File: src/rtl/core/plenv_pkg.sv
// Shared types and constants for the positional list engine.
`default_nettype none

package plenv_pkg;

    localparam int CAPACITY_DEF = 64;
    localparam int CAPACITY_MAX = 1024;
    localparam int IDX_MAX_W    = $clog2(CAPACITY_MAX);
    localparam int DATA_W       = 32;
    localparam int POS_W        = 8;
    localparam int REQ_W        = 3;
    localparam int LEN_W        = 7;
    localparam int GROUP_SIZE   = 8;

    typedef enum logic [REQ_W-1:0] {
        REQ_READ   = 3'd0,
        REQ_HEAD   = 3'd1,
        REQ_TAIL   = 3'd2,
        REQ_AT     = 3'd3,
        REQ_DELETE = 3'd4
    } req_kind_t;

    typedef enum logic [1:0] {
        CELL_HOLD,
        CELL_INSERT,
        CELL_DELETE,
        CELL_READ
    } cell_op_t;

    typedef struct packed {
        cell_op_t               op;
        logic [IDX_MAX_W-1:0]   pos;
    } cell_cmd_t;

endpackage

`default_nettype wire

File: src/rtl/core/plenv_cell.sv
// One storage cell of the list chain: holds one entry and shifts with its neighbors.
`default_nettype none

module plenv_cell #(
    parameter int IDX = 0
) (
    input  wire logic                          clk,
    input  wire plenv_pkg::cell_cmd_t          cmd,
    input  wire logic [plenv_pkg::DATA_W-1:0]  left_value,
    input  wire logic [plenv_pkg::DATA_W-1:0]  right_value,
    input  wire logic [plenv_pkg::DATA_W-1:0]  data_in,
    output logic      [plenv_pkg::DATA_W-1:0]  value,
    output logic      [plenv_pkg::DATA_W-1:0]  read_term
);

    localparam logic [plenv_pkg::IDX_MAX_W-1:0] MY_IDX = plenv_pkg::IDX_MAX_W'(IDX);

    logic [plenv_pkg::DATA_W-1:0] value_reg;
    logic [plenv_pkg::DATA_W-1:0] value_next;

    always_comb
    begin
        value_next = value_reg;
        unique case (cmd.op)
            plenv_pkg::CELL_INSERT:
            begin
                if (cmd.pos < MY_IDX)
                    value_next = left_value;
                else if (cmd.pos == MY_IDX)
                    value_next = data_in;
            end
            plenv_pkg::CELL_DELETE:
            begin
                if (cmd.pos <= MY_IDX)
                    value_next = right_value;
            end
            plenv_pkg::CELL_READ,
            plenv_pkg::CELL_HOLD:
            begin
                value_next = value_reg;
            end
        endcase
    end

    always_ff @(posedge clk)
    begin
        value_reg <= value_next;
    end

    assign value     = value_reg;
    assign read_term = (cmd.op == plenv_pkg::CELL_READ && cmd.pos == MY_IDX)
                       ? value_reg : '0;

endmodule

`default_nettype wire

File: config.mk
export PLATFORM = sky130hd
export DESIGN_NAME = plenv_cell
export DESIGN_NICKNAME = d
export VERILOG_FILES = /design/src/rtl/core/plenv_pkg.sv /design/src/rtl/core/plenv_cell.sv
export SDC_FILE = /design/constraint.sdc
export NUM_CORES = 1
export LEC_CHECK = 0
export ABC_AREA = 1
export BUFFER_PORTS_ARGS = -buffer_cell sky130_fd_sc_hd__buf_2
export CORE_UTILIZATION = 28
export CTS_BUF_LIST = sky130_fd_sc_hd__clkbuf_16
export DETAILED_ROUTE_END_ITERATION = 6
export PLACE_DENSITY = 0.77
export SYNTH_ARGS = -nofsm -noshare
export SYNTH_HDL_FRONTEND = slang
export SYNTH_SLANG_ARGS = --single-unit
File: constraint.sdc
create_clock -name clk -period 2.85 [get_ports clk]
set_input_delay 0.285 -clock clk [delete_from_list [all_inputs] [get_ports clk]]
set_output_delay 0.285 -clock clk [all_outputs]
set_load 0.02 [all_outputs]
==> impl_metrics.tcl, run 1 <==
set metrics [dict create \
    vias 1534 \
    syn_inst 152 \
    synth_top_family_by_area "multiplexers" \
    synth.distinct_cells 11 \
    cts_max_path_buffers 2 \
    slew_violations 0 \
    final_common_cell "buf_2" \
    seq_power_share_pct 45.1 \
    cts_setup_buffers 0 \
    portBuffers 140 \
    min_period_ns 1.80 \
    initial_core_util_pct 29.2 \
    crit_type "in -> out" \
    drive_above_1_share_pct 62.9 \
    pwr-share-clk_pct 35.2 \
    wirelength_mm 4.00 \
    hold_viol_final 0 \
    switching_share_pct 25.5 \
    postCtsHoldBufs 0 \
    power_switching_mw 0.348 \
    cts_root_buf "clkbuf_16" \
    synth_nets 264 \
    irDropWorstVdd_v 0.000235 \
    wl_per_cell_um 10.8 \
    cts_inserted_buffers 5 \
    max_freq_ghz 0.557 \
    synth_xor_area_share_pct 0 \
    startpoint_type "input port" \
    final_cell_mix "buf_2 (140), inv_1 (36), nor2_1 (35), mux2_2 (32), edfxtp_1 (32)" \
    io_pins 173 \
    power_mw 1.37 \
    layout.area.seq_um2 961 \
    final_core_util_pct 43.9 \
    die_w_um 80.8 \
    arrival_ns 1.51 \
    p_leak_nw 1.40 \
    avgSynthCellArea_um2 11.5 \
    synth-compound-area-share_pct 0 \
    tns_ns 0 \
    grt.total_usage_pct 12.1 \
    min_period_over_period_pct 63.0 \
    cts_tree "yes" \
    gp_congestion 0.733 \
    htree_levels 2 \
    setup_viol 0 \
    crit_fanout 32 \
    dpl.hpwl_mm 3.07 \
    fp.dieH_um 80.8 \
    status "finished, final reports clean" \
    fillers 597 \
    yosysWarnings 0 \
    hold_slack_ns 0.311 \
    grt_start_max_net_pins 33 \
    netlist_area_mm2 0.00174 \
    antenna_cells 0 \
    cp-end-kind "output pin" \
    muxShareOfSynthArea_pct 20.7 \
    multi_input_area_um2 587 \
    grt_antenna_before_repair 0 \
    largest_reg_flops 32 \
    postRouteAntennaNets 0 \
    drcViolationCount 0 \
    yosys.area.top_type "edfxtp_1" \
    yosys-top-cells-area "edfxtp_1 (55%), mux2_2 (21%), nor2_1 (7.8%)" \
    core_mm2 0.00596 \
    postCtsResizedCells 0 \
    power.density_mw_per_mm2 523 \
    slew_headroom_pct 41.6 \
    viasPerCell 4.16 \
    synth_simple_gate_area_share_pct 10.4 \
    dr.pass1.iters 4 \
    intPower_mw 1.02 \
    synth_seq_cells 32 \
    grt_pass1_vias 1376 \
    drv_cap 0 \
    gr-total-overflow 0 \
    synthAdderAreaFrac_pct 2.16 \
    synth_top_area_share_pct 55.2 \
    required_ns 2.57 \
    rsz0062_at_grt "no" \
    clock-sinks 32 \
    clk_pin_slew_ns 0.05 \
    dieArea_mm2 0.00654 \
    min_path_type "in -> reg" \
    drtIter0Drc 30 \
    hold_path_depth 2 \
    ys_seq_area_share_pct 55.2 \
    rows 28 \
    final_nets 405 \
    worstMarginPinSlew_ns 0.874 \
    grt_pass1_wl_mm 5.87 \
    share_comb_of_total_power_pct 19.7 \
    area_growth_syn_to_layout_pct 50.2 \
]
-- final cells by class --
cell class / instances / area share [%]
sequential: 32 / 36.8
tap: 75 / 3.59
inverter: 34 / 4.88
clock buffer: 5 / 4.79
multi-input combinational: 79 / 22.5
clock inverter: 3 / 0.431
timing repair buffer: 141 / 27.1
-- kinds of logic (layout without fill, tap and decap cells) --
group / Yosys count / after routing
simple gates: 44 / 44
flops: 32 / 32
mux: 32 / 32
fa+ha+maj: 3 / 3
buf+inv: 41 / 183
-- through the flow --
stage | instances | instance area (um^2) | setup WS, ns
after floorplan | 152 | 1740 | 0.143
after global placement | 361 | 2480 | 0.966
after detailed placement | 361 | 2480 | 0.942
after CTS | 369 | 2610 | 1.01
after global routing | 369 | 2610 | 0.863
final | 369 | 2610 | 1.05
-- cells in the mapped netlist --
library cell	n
nand3_1	1
edfxtp_1	32
mux2_2	32
nand2_1	1
inv_1	34
nor2_2	5
buf_6	6
nor2_1	36
nand2_2	1
buf_2	1
ha_1	3
-- power by group through the flow --
| stage | Combinational, mW | Clock (mW) | Sequential, mW |
|---|---|---|---|
| floorplan | 0.0843 | 0 | 0.699 |
| global placement | 0.267 | 0 | 0.624 |
| detailed placement | 0.273 | 0 | 0.626 |
| CTS | 0.275 | 0.500 | 0.618 |
| global route | 0.297 | 0.521 | 0.624 |
| finish | 0.270 | 0.481 | 0.617 |
-- critical path, stage by stage --
cell and delay, ns:
buf_2 0.10, nor2_1 0.10, nand3_1 0.09, nor2_2 0.12, nand2_2 0.37, nor2_1 0.24, buf_2 0.19
-- metal layers --
metal / GRT usage (%) / vias to the layer above / part of all wire [%]
met2: 23.0 / 74 / 55
met1: 12.3 / 694 / 38
met5: 0 / - / 0
li1: - / 764 / -
met3: 3.26 / 2 / 6.2
met4: 5.36 / 0 / 0.95
-- final timing paths --
| kind | from | endpoint | slack (ns) |
|---|---|---|---|
| min | right_value[27] | value[27]$_DFFE_PP_ | 0.31 |
| max | cmd[5] | read_term[23] | 1.05 |
Power figures use the tool's default switching activity.
==> run 2: changes to the inputs <==
PLACE_DENSITY = 0.74   (was 0.77)
clock period = 1.75 ns   (was 2.85 ns; I/O delays follow)
==> run 2 against run 1 <==
Compared with the run above: die area stayed put; core utilization is 1.3 points higher; cell count is 1.4% higher; critical path depth is 1 higher; sequential power is 62% higher; first-iteration DRC count is 13% higher; sequential cell count stayed put; via count is 0.59% higher; clock power is 62% higher; count of clock-buffer cells in the layout stayed put; routed wire length is 1.2% higher; non-clock buffer count is 5 higher; critical path type unchanged; critical endpoint is now read_term[22].
==> impl_metrics.tcl, run 2 (synthesized netlist as in run 1, its figures left out) <==
set metrics [dict create \
    pwr-share-clk_pct 34.6 \
    wl_per_cell_um 10.8 \
    seq_power_share_pct 44.7 \
    slew_violations 0 \
    grt_pass1_wl_mm 6.07 \
    drv_cap 0 \
    power_mw 2.25 \
    whs_endpoint "value[27]$_DFFE_PP_" \
    fp.dieH_um 80.8 \
    portBuffers 140 \
    setup_viol 0 \
    drive_above_1_share_pct 63.5 \
    switching_share_pct 25.3 \
    irDropWorstVdd_v 0.000323 \
    drtIter0Drc 34 \
    initial_core_util_pct 29.2 \
    intPower_mw 1.68 \
    cts_tree "yes" \
    min_from "right_value[27]" \
    cts_root_buf "clkbuf_16" \
    final_common_cell "buf_2" \
    grt.total_usage_pct 12.4 \
    rsz0062_at_grt "no" \
    grt_pass1_vias 1387 \
    antenna_cells 0 \
    cpPeakStageDelay_ns 0.19 \
    gp_congestion 0.680 \
    cts_setup_buffers 0 \
    hold_path_depth 2 \
    crit_type "in -> out" \
    hold_slack_ns 0.209 \
    htree_levels 2 \
    crit_chain "buf_2, nor2_1, nand3_1, nor2_2, nand2_2, buf_4, nor2_1, buf_2" \
    worstMarginPinSlew_ns 0.211 \
    crit_fanout 19 \
    cp-end-kind "output pin" \
    max_freq_ghz 0.753 \
    dpl.hpwl_mm 3.35 \
    crit_family "simple AND/OR/NAND/NOR gates" \
    die_w_um 80.8 \
    gr-total-overflow 0 \
    p_leak_nw 1.43 \
    clk_pin_slew_ns 0.05 \
    final_cell_mix "buf_2 (140), inv_1 (36), nor2_1 (35), mux2_2 (32), edfxtp_1 (32)" \
    wirelength_mm 4.05 \
    startpoint_type "input port" \
    final_nets 410 \
    dieArea_mm2 0.00654 \
    worst_path_max_delay_cell "buf_4" \
    drcViolationCount 0 \
    vias 1543 \
    min_path_type "in -> reg" \
    core_mm2 0.00596 \
    arrival_ns 1.15 \
    grt_start_max_net_pins 20 \
    share_comb_of_total_power_pct 20.7 \
    fillers 599 \
    io_pins 173 \
    tns_ns 0 \
    cp_num_buf_inv 3 \
    postCtsResizedCells 0 \
    status "finished, final reports clean" \
    postCtsHoldBufs 0 \
    clock-sinks 32 \
    hold_viol_final 0 \
    grt_antenna_before_repair 0 \
    cts_inserted_buffers 5 \
    area_growth_syn_to_layout_pct 54.5 \
    min_period_ns 1.33 \
    rows 28 \
    dr.pass1.iters 4 \
    cts_max_path_buffers 2 \
    power_switching_mw 0.569 \
    slew_headroom_pct 85.9 \
    viasPerCell 4.13 \
    postRouteAntennaNets 0 \
    required_ns 1.57 \
    largest_reg_flops 32 \
    power.density_mw_per_mm2 837 \
    min_period_over_period_pct 75.9 \
]
==> run 2: changes by cell type in the layout (fill, tap and decap cells not counted) <==
cell	change
buf_4	+2
buf_12	+3
==> run 2: per-stage QoR <==
stage	setup WS (ns)	instances	util [%]	area, um^2
detailed placement	0.247	366	42.9	2550
floorplan	0.0372	152	-	1750
global route	0.273	374	45.1	2690
CTS	0.408	374	45.1	2690
global placement	0.285	366	42.9	2550
finish	0.422	374	45.1	2690
==> run 2: power groups by stage <==
stage	Clock (mW)	Combinational, mW	Sequential [mW]
CTS	0.816	0.474	1.01
detailed placement	0	0.473	1.02
finish	0.779	0.466	1.00
global placement	0	0.462	1.02
global route	0.861	0.510	1.01
floorplan	0	0.142	1.14
==> run 2: final cells by class <==
class | count | area, um^2 | area share (%)
Sequential cell | 32 | 961 | 35.7
Timing Repair Buffer | 146 | 783 | 29.1
Multi-Input combinational cell | 79 | 587 | 21.8
Inverter | 34 | 128 | 4.75
Clock buffer | 5 | 125 | 4.65
Tap cell | 75 | 93.8 | 3.49
Clock inverter | 3 | 11.3 | 0.419
==> run 2: worst max path at each step <==
stage,from,end,slack [ns],cells after the start
2_1_floorplan,cmd[10],value[0]$_DFFE_PP_,0.04,7
3_3_place_gp,cmd[10],value[26]$_DFFE_PP_,0.28,5
3_5_place_dp,cmd[10],value[26]$_DFFE_PP_,0.25,5
4_1_cts,cmd[5],read_term[16],0.41,8
5_1_grt,cmd[5],read_term[22],0.27,8
6_report,cmd[5],read_term[22],0.42,8
==> run 2: layer usage <==
layer | vias up | GRT usage [%] | wire [um]
li1 | 777 | - | -
met1 | 694 | 12.8 | 1520
met2 | 66 | 23.9 | 2250
met3 | 6 | 2.47 | 206
met4 | 0 | 5.71 | 70
met5 | - | 0 | 0
==> run 3: changes to the inputs <==
ABC_AREA = 0   (was 1)
PLACE_DENSITY = 0.75   (was 0.74)
clock period = 1.4 ns   (was 1.75 ns; I/O delays follow)
==> run 3 against run 2 <==
Compared with the run above: non-clock buffer count is the same; critical endpoint is now read_term[24]; synthesized cell count decreased by 24%; combinational power is 21% higher; highest routed layer unchanged.
==> impl_metrics.tcl, run 3 <==
set metrics [dict create \
    intPower_mw 2.10 \
    power_mw 2.79 \
    slew_headroom_pct 82.5 \
    grt_pass1_vias 1320 \
    core_mm2 0.00564 \
    initial_core_util_pct 29.7 \
    gr-total-overflow 0 \
    fillers 508 \
    required_ns 1.26 \
    grtUsageMet1_pct 13.4 \
    synth_top_flop_cell "edfxtp_1" \
    min_period_over_period_pct 99.3 \
    setup_viol 0 \
    cp-end-kind "output pin" \
    avgSynthCellArea_um2 14.5 \
    yosys.area.top_type "edfxtp_1" \
    cts_tree "yes" \
    grt_start_max_net_pins 28 \
    pwr-share-clk_pct 35.0 \
    wirelength_mm 4.17 \
    wl_per_cell_um 12.5 \
    finalNonFillerCells 334 \
    synthTopCellsByCount "and2_1 (32), edfxtp_1 (32), mux2_2 (32)" \
    synth_top_area_share_pct 57.4 \
    final_nets 373 \
    cts_inserted_buffers 5 \
    crit_family "simple AND/OR/NAND/NOR gates" \
    dpl.hpwl_mm 3.14 \
    area_growth_syn_to_layout_pct 75.6 \
    hold_viol_final 0 \
    rsz0062_at_grt "yes" \
    seq_power_share_pct 44.7 \
    async_flop_share_pct 0 \
    switching_share_pct 24.8 \
    synth.distinct_cells 12 \
    vias 1460 \
    htree_levels 2 \
    clock-sinks 32 \
    met2_usage_pct 23.2 \
    gp_congestion 0.676 \
    synth_nets 227 \
    fp.dieH_um 79.3 \
    share_comb_of_total_power_pct 20.2 \
    postRouteAntennaNets 0 \
    drive_above_1_share_pct 76.0 \
    slew_violations 0 \
    syn_inst 115 \
    drv_cap 0 \
    crit_type "in -> out" \
    power_switching_mw 0.691 \
    io_pins 173 \
    worst_path_max_delay_cell "and4_4" \
    synth_seq_cells 32 \
    cts_root_buf "clkbuf_16" \
    max_freq_ghz 0.719 \
    cp_num_buf_inv 3 \
    netlist_area_mm2 0.00167 \
    crit_chain "buf_2, nor4_4, and4_4, buf_12, and2_1, buf_6" \
    grt_antenna_before_repair 0 \
    power.density_mw_per_mm2 949 \
    worstMarginPinSlew_ns 0.261 \
    clk_pin_slew_ns 0.05 \
    use_met3_pct 3.33 \
    grt_pass1_wl_mm 5.87 \
    largest_reg_flops 32 \
    placedCellCount 326 \
    cts_max_path_buffers 2 \
    arrival_ns 1.25 \
    min_period_ns 1.39 \
    ys_seq_area_share_pct 57.4 \
    cpPeakStageDelay_ns 0.29 \
    viasPerCell 4.37 \
    layout.area.seq_um2 961 \
    yosys-top-cells-area "edfxtp_1 (57%), mux2_2 (22%), and2_1 (12%)" \
    grt.total_usage_pct 12.4 \
    portBuffers 140 \
    die_w_um 79.3 \
    drtIter0Drc 15 \
    crit_fanout 19 \
    min_path_type "in -> reg" \
    cts_setup_buffers 0 \
    rows 27 \
    dr.pass1.iters 4 \
    irDropWorstVdd_v 0.000445 \
    antenna_cells 0 \
    final_cell_mix "buf_2 (106), buf_6 (34), mux2_2 (32), edfxtp_1 (32), and2_1 (22)" \
    yosysWarnings 0 \
    multi_input_area_um2 714 \
    p_leak_nw 1.33 \
    grt.busiest_layer "met2" \
    final_common_cell "buf_2" \
    status "finished, final reports clean" \
    drcViolationCount 0 \
    startpoint_type "input port" \
    synth_edf_count 32 \
    dieArea_mm2 0.00629 \
]
==> run 3: worst paths after layout <==
path	start	end	slack, ns	depth (start not counted)
worst min-delay path	right_value[4]	value[4]$_DFFE_PP_	0.18	2
worst max-delay path	cmd[7]	read_term[24]	0.01	6
==> run 3: cell type report <==
type                            instances  share of cell area, %
Clock buffer                            5                   4.26
Clock inverter                          3                  0.383
Inverter                                2                  0.511
Multi-Input combinational cell         74                   24.3
Sequential cell                        32                   32.7
Tap cell                               72                   3.07
Timing Repair Buffer                  146                   34.8
==> run 3: power groups by stage <==
stage	Sequential, mW	Combinational [mW]	Clock (mW)
floorplan	1.41	0.142	0
global placement	1.26	0.549	0
detailed placement	1.26	0.558	0
CTS	1.25	0.565	1.02
global route	1.26	0.602	1.04
finish	1.25	0.564	0.977
==> run 3: layer usage <==
| layer | share of wire, % | up-vias | wire length, um |
|---|---|---|---|
| met5 | 0 | - | 0 |
| li1 | - | 702 | - |
| met3 | 7.1 | 6 | 295 |
| met1 | 37 | 671 | 1540 |
| met2 | 55 | 81 | 2290 |
| met4 | 1.1 | 0 | 46 |
==> run 3: logic make-up after synthesis <==
family	synth area share [%]
AOI/OAI and AO/OA	0.374
adders and majority gates	2.24
buffers and inverters	3.59
DFF	57.4
muxes	21.5
and+or+nand+nor	14.8
==> run 3: timing repair <==
item | CTS | global route
pin swaps | 1 | 4
gates resized for setup | 24 | 54
hold buffers | 0 | 0
endpoints found under the setup margin | 32 | 32
==> run 3: stage by stage <==
| stage | TNS [ns] | setup slack (ns) | utilization (%) | hold slack, ns | area (um^2) |
|---|---|---|---|---|---|
| 2_1_floorplan | -7.33 | -0.229 | - | 0.360 | 1720 |
| 3_3_place_gp | -0.281 | -0.0214 | 45.1 | 0.443 | 2550 |
| 3_5_place_dp | -2.17 | -0.0548 | 45.1 | 0.445 | 2550 |
| 4_1_cts | 0 | 0.0000220 | 48.8 | 0.163 | 2760 |
| 5_1_grt | -0.615 | -0.0612 | 52.1 | 0.167 | 2940 |
| 6_report | 0 | 0.00989 | 52.1 | 0.175 | 2940 |
